### src/sv/assert_macros.svh
// Assertion macros shared by the gain and output stages of the view angle block.
// Each macro expects clk_i and rst_ni in the scope where it is used.
`ifndef ASSERT_MACROS_SVH
`define ASSERT_MACROS_SVH

// The consequent must hold in the same cycle as the antecedent.
`define DAC_ASSERT_IMPLIES(lbl, ante, cons) \
  lbl: assert property (@(posedge clk_i) disable iff (!rst_ni) (ante) |-> (cons)) \
    else $error("assertion failed");

// The consequent must hold in the cycle after the antecedent.
`define DAC_ASSERT_NEXT(lbl, ante, cons) \
  lbl: assert property (@(posedge clk_i) disable iff (!rst_ni) (ante) |=> (cons)) \
    else $error("assertion failed");

`endif

### src/sv/dac_pkg.sv
// Package of the view angle block: datapath types, sideband structs,
// angle constants and the CORDIC arctangent steps. No dependencies.
`default_nettype none

package dac_pkg;

  localparam int XW = 41;
  localparam int ZW = 27;
  localparam int TAB_FRAC = 16;
  localparam int ANGLE_W = 18;
  localparam int OUT_DATA_W = 40;
  localparam int KINV_W = 22;
  localparam int KINV_SHIFT = 22;
  localparam logic [KINV_W-1:0] KINV_Q22 = 22'd2547003;
  localparam int PROD_SPLIT = 20;

  localparam int DEG_90 = 90;
  localparam int DEG_180 = 180;
  localparam int DEG_270 = 270;
  localparam int DEG_PITCH_MIN = -100;

  typedef logic signed [XW-1:0] cval_t;
  typedef logic signed [ZW-1:0] ang_t;

  typedef struct packed {
    cval_t x;
    cval_t y;
    ang_t  z;
  } vec_t;

  typedef struct packed {
    logic  planar_zero;
    logic  axis;
    logic  dz_pos;
    logic  dz_zero;
    ang_t  yz_ovr;
    cval_t len_ovr;
    cval_t dz_s;
  } yaw_side_t;

  typedef struct packed {
    logic planar_zero;
    logic dz_pos;
    logic dz_zero;
    ang_t yaw_fold;
  } pitch_side_t;

  function automatic ang_t deg(input int d, input int unsigned frac);
    return ang_t'(longint'(d) <<< frac);
  endfunction

  function automatic ang_t round_angle(input ang_t z, input int unsigned afb);
    int unsigned s = TAB_FRAC - afb;
    return (z + (ang_t'(1) <<< (s - 1))) >>> s;
  endfunction

  function automatic ang_t atan_step(input int unsigned idx);
    ang_t r;
    case (idx)
      0: r = 27'sd2949120;
      1: r = 27'sd1740967;
      2: r = 27'sd919879;
      3: r = 27'sd466945;
      4: r = 27'sd234379;
      5: r = 27'sd117304;
      6: r = 27'sd58666;
      7: r = 27'sd29335;
      8: r = 27'sd14668;
      9: r = 27'sd7334;
      10: r = 27'sd3667;
      11: r = 27'sd1833;
      12: r = 27'sd917;
      13: r = 27'sd458;
      14: r = 27'sd229;
      15: r = 27'sd115;
      16: r = 27'sd57;
      17: r = 27'sd29;
      18: r = 27'sd14;
      19: r = 27'sd7;
      20: r = 27'sd4;
      21: r = 27'sd2;
      22: r = 27'sd1;
      default: r = '0;
    endcase
    return r;
  endfunction

endpackage

`default_nettype wire

### src/sv/dac_prep.sv
// Input stage: difference vector, special-case flags, half-turn of a
// negative x and scaling into the CORDIC datapath. Depends on dac_pkg.
`default_nettype none

module dac_prep #(
  parameter int unsigned CW = 24
) (
  input  logic                   clk_i,
  input  logic                   rst_ni,
  input  logic                   valid_i,
  output logic                   ready_o,
  input  logic signed [CW-1:0]   src_x_i,
  input  logic signed [CW-1:0]   src_y_i,
  input  logic signed [CW-1:0]   src_z_i,
  input  logic signed [CW-1:0]   dst_x_i,
  input  logic signed [CW-1:0]   dst_y_i,
  input  logic signed [CW-1:0]   dst_z_i,
  output logic                   valid_o,
  input  logic                   ready_i,
  output dac_pkg::vec_t          vec_o,
  output dac_pkg::yaw_side_t     side_o
);
  import dac_pkg::*;

  localparam int unsigned GUARD = 38 - CW;

  logic signed [CW:0] dx, dy, dz, ax, ay, cx, cy;
  logic               dy_pos, flip;
  vec_t               vec_d, vec_q;
  yaw_side_t          side_d, side_q;
  logic               valid_q;

  always_comb begin
    dx = (CW+1)'(src_x_i) - (CW+1)'(dst_x_i);
    dy = (CW+1)'(src_y_i) - (CW+1)'(dst_y_i);
    dz = (CW+1)'(src_z_i) - (CW+1)'(dst_z_i);
    ax = dx[CW] ? -dx : dx;
    ay = dy[CW] ? -dy : dy;
    dy_pos = !dy[CW] && (dy != '0);
    flip = dx[CW];
    cx = flip ? -dx : dx;
    cy = flip ? -dy : dy;

    vec_d.x = cval_t'(cx) <<< GUARD;
    vec_d.y = cval_t'(cy) <<< GUARD;
    vec_d.z = '0;
    if (flip) begin
      vec_d.z = dy_pos ? deg(DEG_180, TAB_FRAC) : -deg(DEG_180, TAB_FRAC);
    end

    side_d.planar_zero = (dx == '0) && (dy == '0);
    side_d.axis = (dx == '0) || (dy == '0);
    side_d.dz_zero = (dz == '0);
    side_d.dz_pos = !dz[CW] && (dz != '0);
    side_d.dz_s = cval_t'(dz) <<< GUARD;
    if (dy == '0) begin
      side_d.yz_ovr = dx[CW] ? deg(DEG_180, TAB_FRAC) : '0;
      side_d.len_ovr = cval_t'(ax) <<< GUARD;
    end else begin
      side_d.yz_ovr = dy_pos ? deg(DEG_90, TAB_FRAC) : -deg(DEG_90, TAB_FRAC);
      side_d.len_ovr = cval_t'(ay) <<< GUARD;
    end
  end

  assign ready_o = !valid_q || ready_i;

  always_ff @(posedge clk_i or negedge rst_ni) begin
    if (!rst_ni) begin
      valid_q <= 1'b0;
    end else if (ready_o) begin
      valid_q <= valid_i;
    end
  end

  always_ff @(posedge clk_i) begin
    if (valid_i && ready_o) begin
      vec_q  <= vec_d;
      side_q <= side_d;
    end
  end

  assign valid_o = valid_q;
  assign vec_o   = vec_q;
  assign side_o  = side_q;

endmodule

`default_nettype wire

### config.mk
export PLATFORM = sky130hd
export DESIGN_NAME = dac_prep
export DESIGN_NICKNAME = d
export VERILOG_FILES = /design/src/sv/assert_macros.svh /design/src/sv/dac_pkg.sv /design/src/sv/dac_prep.sv
export SDC_FILE = /design/constraint.sdc
export NUM_CORES = 1
export LEC_CHECK = 0
export BUFFER_PORTS_ARGS = -buffer_cell sky130_fd_sc_hd__buf_2
export CAP_MARGIN = 20
export CELL_PAD_IN_SITES_DETAIL_PLACEMENT = 1
export CELL_PAD_IN_SITES_GLOBAL_PLACEMENT = 1
export CORE_UTILIZATION = 34
export CTS_BUF_LIST = sky130_fd_sc_hd__clkbuf_16
export DETAILED_ROUTE_END_ITERATION = 6
export PLACE_DENSITY = 0.85
export SYNTH_ARGS = -nofsm -noshare
export SYNTH_HDL_FRONTEND = slang
export SYNTH_SLANG_ARGS = --single-unit
### constraint.sdc
create_clock -name clk_i -period 3.5 [get_ports clk_i]
set_input_delay 0.175 -clock clk_i [delete_from_list [all_inputs] [get_ports clk_i]]
set_output_delay 0.175 -clock clk_i [all_outputs]
set_load 0.01 [all_outputs]
## Word-level counts from Yosys, hierarchy flattened

Cells that the tools add are included.

| operators by class | value |
|---|---|
| divide/modulo/power cells | 0 |
| bitwise gates (word level) | 0 |
| shift-type cells | 0 |
| add/sub/neg operators | 5 |
| $mul | 0 |
| reductions and logical operators | 14 |
| equal/unequal tests | 0 |
| magnitude comparators | 0 |
| muxes and demuxes | 7 |

Operators by type and width:

| kind | number |
|---|---|
| 25-bit zero test | 3 |
| 25-bit 2-to-1 mux | 3 |
| 24-bit by 24-bit subtractor with 25-bit output | 3 |
| 68-bit 2-to-1 mux | 1 |
| 27-bit 2-to-1 mux | 2 |
| 25-bit negator | 2 |
| 25-bit nonzero test | 2 |
| 24-bit 2-to-1 mux | 1 |
| 1-bit logical AND | 4 |
| 1-bit zero test | 3 |
| 1-bit logical OR | 2 |

| storage, ports and cells | value |
|---|---|
| bits in read-only memories | 0 |
| output and inout bits | 224 |
| bits in writable memories | 0 |
| memories kept | 0 |
| bits of input ports | 148 |
| register bits | 175 |
| bits in latches | 0 |

## Logic depth before layout (Yosys ltp)

Gate-level depths: netlist (run 1).

| logic depth | value |
|---|---|
| depth in word-level cells | 5 |
| depth in mapped cells | 15 |
| gate-level depth less buffers | 14 |

## Least setup slack after synthesis (run 1)

OpenSTA, ideal clock, no wires.

| timing | value |
|---|---|
| kind | input -> register |
| start point | in dst_y_i[4] |
| end point | reg side_q, in the netlist side_o[80], data pin |
| arrival | 3,431 ps |
| stages | 13 |
| path slack | -191 ps |
| buffers on the path | 1 |
| setup time | 260 ps |
| path through | inv_1 ha_1 buf_6 a21o_1 a31o_1 or3_4 a2111oi_4 nand4b_4 nor4_4 nand4_2 nor4_4 nand2_2 mux2_4 |

| on the way | value |
|---|---|
| longest elaborated chain between the ends | 4 |
| elaborated cells between the ends (all ways) | 5 |
| those cells by class | 2 x add/sub; 2 x mux; 1 x reduce/logical |

RTL lines:

| item | RTL line | source |
|---|---|---|
| start: declaration | dac_prep.sv:16 | `input logic signed [CW-1:0] dst_y_i,` |
| 24-bit by 24-bit subtractor with 25-bit output (*) | dac_prep.sv:35 | `dy = (CW+1)'(src_y_i) - (CW+1)'(dst_y_i);` |
| 25-bit negator | dac_prep.sv:38 | `ay = dy[CW] ? -dy : dy;` |
| 25-bit 2-to-1 mux | dac_prep.sv:38 |  |
| 68-bit 2-to-1 mux (*) | dac_prep.sv:56 | `if (dy == '0) begin` |
| end signal: assignment | dac_prep.sv:78 | `side_q <= side_d;` |
| end: declaration | dac_prep.sv:30 | `yaw_side_t side_d, side_q;` |

Every way passes the cells marked *; elsewhere a longest branch is shown, timed or not.
A chain may end at the register's enable or synchronous reset.

==> flow_summary.html, run 1 <==
<table>
<tr><th>Metric</th><th>Value</th></tr>
<tr><th colspan="2">Outcome</th></tr>
<tr><td>Run status</td><td>complete, but fails checks</td></tr>
<tr><td>Failing checks</td><td>setup timing</td></tr>
<tr><th colspan="2">STA</th></tr>
<tr><td>Largest clock skew in the final design</td><td>0.0118 ns</td></tr>
<tr><td>Worst hold slack across all endpoints</td><td>around 0.085 ns</td></tr>
<tr><td>Finish-stage setup viols</td><td>1</td></tr>
<tr><td>Fin crit period</td><td>roughly 3.6 ns</td></tr>
<tr><td>Headroom to the max-slew limit</td><td>31.0%</td></tr>
<tr><td>Hold violation total from the final report</td><td>0</td></tr>
<tr><td>Worst-Margin Slew</td><td>between 1 and 1.5 ns</td></tr>
<tr><td>Final worst slack</td><td>-0.0517 ns</td></tr>
<tr><td>Maximum achievable frequency</td><td>0.282 GHz</td></tr>
<tr><td>Final Cycle Share</td><td>101%</td></tr>
<tr><td>Number of slew-limit violations in the final report</td><td>0</td></tr>
<tr><th colspan="2">Setup path</th></tr>
<tr><td>Worst setup SP type</td><td>input pin</td></tr>
<tr><td>CP max FO</td><td>5</td></tr>
<tr><td>Data required, critical path</td><td>about 3.6 ns</td></tr>
<tr><td>Category of the worst setup path capture point</td><td>flop</td></tr>
<tr><td>Arrival time at the worst endpoint</td><td>3.69 ns</td></tr>
<tr><td>Path type of the worst setup path</td><td>in2reg</td></tr>
<tr><td>R2R setup slack</td><td>between 1.5 and 2 ns</td></tr>
<tr><th colspan="2">Logic synthesis</th></tr>
<tr><td>Synth Area per Inst</td><td>8.70 µm²</td></tr>
<tr><td>Post-synth cell types</td><td>91</td></tr>
<tr><td>Synthesized-area fraction occupied by ao, oa, aoi and oai cells</td><td>between 20% and 30%</td></tr>
<tr><td>Synthesized-area fraction occupied by adder cells</td><td>9.00%</td></tr>
<tr><td>Leading register cell type out of synthesis</td><td>sky130_fd_sc_hd__edfxtp_1</td></tr>
<tr><td>Syn. warnings</td><td>0</td></tr>
<tr><td>Most area-hungry cell type in the Yosys netlist</td><td>sky130_fd_sc_hd__edfxtp_1</td></tr>
<tr><td>Summed instance area of the synthesized netlist</td><td>0.0111 mm²</td></tr>
<tr><td>Main combinational cell family by area after synthesis</td><td>compound AO/OA/AOI/OAI gates</td></tr>
<tr><td>Sequential cell area fraction in the yosys report</td><td>a little under a third</td></tr>
<tr><td>Number of enable-type register cells in the synthesized netlist</td><td>112</td></tr>
<tr><td>Gate count after technology mapping</td><td>between 1k and 1.5k</td></tr>
<tr><td>Post-synthesis mux area share</td><td>0.779%</td></tr>
<tr><td>Share of flip-flops with an asynchronous set or reset after synthesis</td><td>0.885%</td></tr>
<tr><td>Flop and latch count out of synthesis</td><td>113</td></tr>
<tr><td>Area share of the largest cell type after synthesis</td><td>30.3%</td></tr>
<tr><td>Leading post-synthesis cells by cell area</td><td>sky130_fd_sc_hd__edfxtp_1, sky130_fd_sc_hd__ha_1, sky130_fd_sc_hd__buf_4</td></tr>
<tr><td>Simple-gate portion of the synthesized area</td><td>18.7%</td></tr>
<tr><td>Xor-xnor portion of the synthesized cell area</td><td>6.95%</td></tr>
<tr><th colspan="2">Pwr</th></tr>
<tr><td>Reported leakage power</td><td>between 6 and 7 nW</td></tr>
<tr><td>Power Dens Cells</td><td>441 mW/mm²</td></tr>
<tr><td>Max rail drop VDD</td><td>0.279 mV</td></tr>
<tr><th colspan="2">Cells and area</th></tr>
<tr><td>Area growth from synthesis to layout</td><td>30.4%</td></tr>
<tr><td>Net count of the finished layout</td><td>1922</td></tr>
<tr><td>Antenna cell count</td><td>0</td></tr>
<tr><td>Fraction of final layout cells with drive strength greater than 1</td><td>a little under a third</td></tr>
<tr><th colspan="2">Global route</th></tr>
<tr><td>Largest net degree at the start of global routing</td><td>61</td></tr>
<tr><td>Met1 capacity usage during global routing</td><td>27.5%</td></tr>
<tr><td>Global route total overflow</td><td>0</td></tr>
<tr><td>Global Route met3 Usage</td><td>3.15%</td></tr>
<tr><td>Total routing resource utilization after global routing</td><td>23.2%</td></tr>
<tr><td>Global routing met2 resource utilization</td><td>42.4%</td></tr>
<tr><td>Layer with the highest usage after global routing</td><td>met2</td></tr>
<tr><td>Initial antenna violation count</td><td>2</td></tr>
<tr><td>Number of global-route vias before repair</td><td>11.3k</td></tr>
<tr><td>First-pass GRT wire length</td><td>60200 µm</td></tr>
<tr><th colspan="2">Clock tree</th></tr>
<tr><td>H-tree Lvls</td><td>4</td></tr>
<tr><td>CTS Root Cell</td><td>sky130_fd_sc_hd__clkbuf_16</td></tr>
<tr><td>Clock insertion delay at the later pin of the skew report</td><td>0.42 ns</td></tr>
<tr><td>CTS Buffer Depth</td><td>2</td></tr>
<tr><td>Clk pin slew, worst setup/hold paths</td><td>0.06 ns</td></tr>
<tr><td>CTS tree</td><td>built</td></tr>
<tr><td>Clk sink count</td><td>113</td></tr>
<tr><td>Number of buffers inserted during clock tree synthesis</td><td>17</td></tr>
<tr><th colspan="2">Detailed routing</th></tr>
<tr><td>Initial DRC Count</td><td>597</td></tr>
<tr><td>Via density per instance</td><td>about 5.2</td></tr>
<tr><td>Number of vias in the routed layout</td><td>11.2k</td></tr>
<tr><td>Number of iterations in the first detailed-routing pass</td><td>5</td></tr>
<tr><td>Routed wire length</td><td>39600 µm</td></tr>
<tr><td>Routed wirelength normalized by instance count</td><td>18.5 µm</td></tr>
<tr><td>Remaining routing DRC violations</td><td>0</td></tr>
<tr><td>Antenna violation net count after detailed routing</td><td>0</td></tr>
<tr><th colspan="2">Place</th></tr>
<tr><td>Number of I/O port buffers</td><td>280</td></tr>
<tr><td>Hpwl dp</td><td>between 30000 and 40000 µm</td></tr>
<tr><td>Worst setup slack before clock tree synthesis</td><td>-0.507 ns</td></tr>
<tr><td>Placer's final routability congestion estimate</td><td>roughly 0.9</td></tr>
<tr><th colspan="2">Die</th></tr>
<tr><td>Number of standard-cell rows in the floorplan</td><td>65</td></tr>
<tr><td>Effective utilization at floorplan</td><td>34.9%</td></tr>
<tr><td>Width of the die</td><td>183 µm</td></tr>
<tr><td>Area of the die</td><td>~0.033 mm²</td></tr>
<tr><td>Top Ports</td><td>between 300 and 400</td></tr>
<tr><td>Area inside the core boundary</td><td>0.0318 mm²</td></tr>
<tr><td>Die H</td><td>183 µm</td></tr>
<tr><th colspan="2">Job</th></tr>
<tr><td>Number of max-capacitance violations reported</td><td>0</td></tr>
<tr><th colspan="2">Min path</th></tr>
<tr><td>Type of the most critical hold path</td><td>in2reg</td></tr>
</table>
state kept, by name, summed over array words and instances, names as in the netlist:
| register | flops |
|---|---|
| side_o | 59 |
| valid_o | 1 |
| vec_o | 53 |
cells in the mapped netlist (33+ instances only):
cell / instances
sky130_fd_sc_hd__inv_1: 110
sky130_fd_sc_hd__nand3_1: 33
sky130_fd_sc_hd__o21ai_0: 52
sky130_fd_sc_hd__nor2_1: 75
sky130_fd_sc_hd__edfxtp_1: 112
sky130_fd_sc_hd__nand2_1: 79
sky130_fd_sc_hd__nor3_1: 33
sky130_fd_sc_hd__xnor2_1: 56
sky130_fd_sc_hd__a21oi_1: 83
sky130_fd_sc_hd__buf_4: 110
sky130_fd_sc_hd__a21o_1: 33
sky130_fd_sc_hd__ha_1: 75
logic make-up (layout without fill, tap and decap cells):
logic type	count (synthesis)	count (layout)
and+or+nand+nor	386	386
AOI/OAI and AO/OA	345	345
buffers and inverters	256	600
DFF	113	113
xor gates and xnor gates	88	88
adders and majority gates	78	78
muxes	8	8
other	1	91
path summary, 6_finish.rpt:
kind,start,endpoint,cells past startpoint
max in group asynchronous,rst_ni,valid_o,2
min,ready_i,valid_o,3
min reg2reg,valid_o,valid_o,2
min in group asynchronous,rst_ni,valid_o,2
max,src_y_i[1],side_o[78],14
max reg2reg,valid_o,side_o[21],3
what timing repair did:
action / 4_1_cts / 5_1_grt
pin swaps: 0 / 5
hold buffers: 2 / 0
endpoints found under the hold margin: 2 / 0
endpoints found under the setup margin: 2 / 37
buffers inserted: 0 / 6
gates resized for setup: 2 / 15
where the power goes:
part | switching, mW | total [mW] | internal (mW)
Sequential | 0.101 | 1.88 | 1.78
Combinational | 1.58 | 2.71 | 1.13
Clock | 0.619 | 1.79 | 1.17
metal layers:
layer  part of all wire, %  wire length (µm)
met3                   5.2              2050
met2                    51             20200
met5                 0.066                26
met1                    41             16300
met4                   2.5               991
critical path: stages:
cell and delay [ns]:
sky130_fd_sc_hd__buf_2 0.11, sky130_fd_sc_hd__buf_4 0.12, sky130_fd_sc_hd__ha_1 0.30, sky130_fd_sc_hd__nor2b_1 0.17, sky130_fd_sc_hd__o2111a_1 0.30, sky130_fd_sc_hd__or4_2 0.59, sky130_fd_sc_hd__nand3_2 0.16, sky130_fd_sc_hd__buf_4 0.14
sky130_fd_sc_hd__nand4_1 0.22, sky130_fd_sc_hd__nor4_1 0.61, sky130_fd_sc_hd__nand4_1 0.28, sky130_fd_sc_hd__o21a_1 0.24, sky130_fd_sc_hd__a21oi_1 0.16, sky130_fd_sc_hd__o211ai_1 0.12
cell usage in the layout (no fill, tap or decap), drive strengths merged, types with 53 or more instances in the layout:
cell,synthesis,final
edfxtp,112,112
nand2,80,80
inv,111,114
xnor2,56,56
o21ai,53,53
buf,116,455
nor2,75,75
conb,1,91
ha,75,75
a21oi,83,83
stage by stage:
stage	util (%)	area (µm²)	power, mW	instances	TNS, ns
floorplan	-	11500	3.44	1365	-0.0199
global placement	43.1	13700	4.44	2104	-6.38
detailed placement	43.1	13700	4.55	2104	-11.35
CTS	45.1	14300	6.35	2138	0
global route	45.5	14500	6.67	2144	-0.367
finish	45.5	14500	6.38	2144	-0.0517
cell type report:
type / instances / area (µm²)
clock buffers: 17 / 425
well taps: 435 / 544
clock inverters: 15 / 174
flip-flops and latches: 113 / 3390
repair buffers: 457 / 2770
fillers: 3843 / 17300
inverters: 111 / 417
multi-input cells: 996 / 6750
Note: power is estimated with default switching activity, not from simulation.
==> run 2, diff against run 1 <==
- HOLD_SLACK_MARGIN: default -> 0.02
- PLACE_DENSITY: 0.85 -> default
- PLACE_DENSITY_LB_ADDON: default -> 0.08
- clock period: 3.5 -> 2.9 ns (I/O delays scaled with it)
==> run 2 against run 1 <==
Against the previous run: the flow still finishes with violations (setup timing); sequential power rose by 20%; total power rose by 28%; largest power group unchanged; critical path depth rose by 3.
==> flow_summary.html, run 2 (same netlist as run 1, synthesis figures left out) <==
<table>
<tr><th>Metric</th><th>Value</th></tr>
<tr><th colspan="2">Global route</th></tr>
<tr><td>Initial antenna violation count</td><td>0</td></tr>
<tr><td>First-pass GRT wire length</td><td>61900 µm</td></tr>
<tr><td>Number of global-route vias before repair</td><td>11.7k</td></tr>
<tr><td>Global route total overflow</td><td>0</td></tr>
<tr><td>Total routing resource utilization after global routing</td><td>about a quarter</td></tr>
<tr><td>Largest net degree at the start of global routing</td><td>50</td></tr>
<tr><th colspan="2">Cells and area</th></tr>
<tr><td>Flip-flop count of the largest register, all copies and words added</td><td>59</td></tr>
<tr><td>Final cell count without fillers</td><td>2317</td></tr>
<tr><td>Net count of the finished layout</td><td>2095</td></tr>
<tr><td>Most frequent standard cell in the layout excluding fill and tap cells</td><td>sky130_fd_sc_hd__buf_4</td></tr>
<tr><td>Core utilization of the finished layout</td><td>52.8%</td></tr>
<tr><td>Post-route cell area</td><td>approximately 0.017 mm²</td></tr>
<tr><td>Antenna cell count</td><td>0</td></tr>
<tr><td>Area growth from synthesis to layout</td><td>51.5%</td></tr>
<tr><td>Fraction of final layout cells with drive strength greater than 1</td><td>44.5%</td></tr>
<tr><td>Leading cell types in the layout, fill and taps excluded</td><td>sky130_fd_sc_hd__buf_4, sky130_fd_sc_hd__buf_2, sky130_fd_sc_hd__edfxtp_1, sky130_fd_sc_hd__inv_1, sky130_fd_sc_hd__conb_1</td></tr>
<tr><th colspan="2">Setup path</th></tr>
<tr><td>Data required, critical path</td><td>3.07 ns</td></tr>
<tr><td>Arrival time at the worst endpoint</td><td>between 3 and 4 ns</td></tr>
<tr><td>Worst setup SP type</td><td>input pin</td></tr>
<tr><td>Series of cell instances along the critical path</td><td>buf_6 &gt; inv_4 &gt; ha_4 &gt; fa_2 &gt; nor2b_4 &gt; o2111ai_4 &gt; buf_6 &gt; a21o_1 &gt; o31a_1 &gt; a21o_1 &gt; a2111oi_4 &gt; buf_4 &gt; nand4_4 &gt; nor4_4 &gt; buf_12 &gt; nand2_4 &gt; mux2_4</td></tr>
<tr><td>Slowest cell on the critical path</td><td>sky130_fd_sc_hd__fa_2</td></tr>
<tr><td>CP max stage delay</td><td>about 0.37 ns</td></tr>
<tr><td>Delay-heaviest family, CP</td><td>compound AO/OA/AOI/OAI gates</td></tr>
<tr><td>Path type of the worst setup path</td><td>in2reg</td></tr>
<tr><td>Number of buffer and inverter instances along the worst setup path</td><td>5</td></tr>
<tr><td>CP max FO</td><td>6</td></tr>
<tr><td>Category of the worst setup path capture point</td><td>flop</td></tr>
<tr><th colspan="2">Clock tree</th></tr>
<tr><td>Clk sink count</td><td>113</td></tr>
<tr><td>Clk pin slew, worst setup/hold paths</td><td>0.06 ns</td></tr>
<tr><td>CTS Root Cell</td><td>sky130_fd_sc_hd__clkbuf_16</td></tr>
<tr><td>CTS Buffer Depth</td><td>2</td></tr>
<tr><td>Clock insertion delay at the later pin of the skew report</td><td>roughly 0.43 ns</td></tr>
<tr><td>CTS tree</td><td>built</td></tr>
<tr><td>H-tree Lvls</td><td>4</td></tr>
<tr><td>Number of buffers inserted during clock tree synthesis</td><td>17</td></tr>
<tr><th colspan="2">STA</th></tr>
<tr><td>Headroom to the max-slew limit</td><td>33.1%</td></tr>
<tr><td>Number of slew-limit violations in the final report</td><td>0</td></tr>
<tr><td>Largest clock skew in the final design</td><td>0.0193 ns</td></tr>
<tr><td>Final worst slack</td><td>-0.171 ns</td></tr>
<tr><td>Final sum of negative setup slack</td><td>-1.81 ns</td></tr>
<tr><td>Worst-Margin Slew</td><td>roughly 0.99 ns</td></tr>
<tr><td>Final Cycle Share</td><td>106%</td></tr>
<tr><td>Maximum achievable frequency</td><td>0.326 GHz</td></tr>
<tr><td>RSZ-0062 raised after global routing</td><td>yes</td></tr>
<tr><td>Hold violation total from the final report</td><td>0</td></tr>
<tr><td>Fin crit period</td><td>3.07 ns</td></tr>
<tr><td>Finish-stage setup viols</td><td>29</td></tr>
<tr><th colspan="2">Detailed routing</th></tr>
<tr><td>Number of vias in the routed layout</td><td>11.6k</td></tr>
<tr><td>Routed wirelength normalized by instance count</td><td>17.6 µm</td></tr>
<tr><td>Remaining routing DRC violations</td><td>0</td></tr>
<tr><td>Initial DRC Count</td><td>466</td></tr>
<tr><td>Routed wire length</td><td>40700 µm</td></tr>
<tr><td>Via density per instance</td><td>~5.0</td></tr>
<tr><td>Antenna violation net count after detailed routing</td><td>0</td></tr>
<tr><td>Number of iterations in the first detailed-routing pass</td><td>5</td></tr>
<tr><th colspan="2">Die</th></tr>
<tr><td>Die H</td><td>183 µm</td></tr>
<tr><td>Effective utilization at floorplan</td><td>34.9%</td></tr>
<tr><td>Top Ports</td><td>372</td></tr>
<tr><td>Number of standard-cell rows in the floorplan</td><td>65</td></tr>
<tr><td>Width of the die</td><td>183 µm</td></tr>
<tr><td>Area inside the core boundary</td><td>0.0318 mm²</td></tr>
<tr><td>Area of the die</td><td>0.0333 mm²</td></tr>
<tr><th colspan="2">Place</th></tr>
<tr><td>Worst setup slack before clock tree synthesis</td><td>-0.803 ns</td></tr>
<tr><td>Placer's final routability congestion estimate</td><td>0.874</td></tr>
<tr><td>Cell Count Post-Placement</td><td>around 2.2k</td></tr>
<tr><td>Standard cell area after detailed placement</td><td>0.0151 mm²</td></tr>
<tr><td>Hpwl dp</td><td>32500 µm</td></tr>
<tr><td>Number of I/O port buffers</td><td>280</td></tr>
<tr><th colspan="2">Pwr</th></tr>
<tr><td>Reported leakage power</td><td>7.85 nW</td></tr>
<tr><td>Max rail drop VDD</td><td>0.380 mV</td></tr>
<tr><td>Power Dens Cells</td><td>slightly below 500 mW/mm²</td></tr>
<tr><th colspan="2">Outcome</th></tr>
<tr><td>Run status</td><td>complete, but fails checks</td></tr>
<tr><td>Failing checks</td><td>setup timing</td></tr>
<tr><th colspan="2">Min path</th></tr>
<tr><td>Type of the most critical hold path</td><td>in2reg</td></tr>
<tr><th colspan="2">Job</th></tr>
<tr><td>Number of max-capacitance violations reported</td><td>0</td></tr>
</table>
-- run 2: cell count changes in the layout (fill, tap and decap cells not counted), sizes merged --
cell | previous run | this run
bufinv | 4 | 2
clkinvlp | 1 | 4
clkinv | 7 | 5
inv | 114 | 115
dlygate4sd3 | 2 | 4
buf | 455 | 626
-- run 2: worst register-to-register path, cell delays in order (launching register included) --
cell and delay, ns:
sky130_fd_sc_hd__dfrtp_1 0.38, sky130_fd_sc_hd__nand2b_1 0.11, sky130_fd_sc_hd__and2_4 0.40, sky130_fd_sc_hd__buf_12 0.32
-- run 2: cell type report --
class,count,area (µm²)
clock buffer,17,425
inverter,111,447
clock inverter,15,131
fill,3809,15000
timing repair buffer,630,4250
tap,435,544
multi-input combinational,996,7620
sequential,113,3390
-- run 2: worst paths after layout --
kind	from	end	slack, ns	depth (start not counted)
worst max-delay path	src_y_i[0]	side_o[80]	-0.17	17
worst min-delay path	dst_z_i[0]	side_o[14]	0.11	3
worst max register to register	valid_o	vec_o[105]	1.31	3
worst min register to register	valid_o	side_o[20]	0.93	2
max in group asynchronous	rst_ni	valid_o	2.26	3
min in group asynchronous	rst_ni	valid_o	0.54	3
-- run 2: timing repair --
action,in CTS,in global routing
hold endpoints to repair,2,0
buffers inserted,34,16
pin swaps,37,32
setup endpoints to repair,44,51
resized for setup,90,82
hold buffers,4,0
-- run 2: metrics by stage --
stage,power [mW],hold slack [ns]
floorplan,4.25,-0.151
global route,8.61,0.116
detailed placement,5.79,-0.0764
CTS,8.04,0.0937
global placement,5.71,-0.0801
finish,8.17,0.115
-- run 2: per-layer routing --
metal	wire, µm	global-route usage [%]
met5	0	0
met4	624	5.71
met3	1810	3.45
met2	20400	42.6
met1	17900	29.8
-- run 2: where the power goes --
part / internal, mW / switching [mW] / leakage, nW
clock: 1.24 / 0.776 / 0.275
combinational: 1.81 / 2.10 / 6.50
sequential: 2.14 / 0.105 / 1.08
total: 5.19 / 2.99 / 7.85
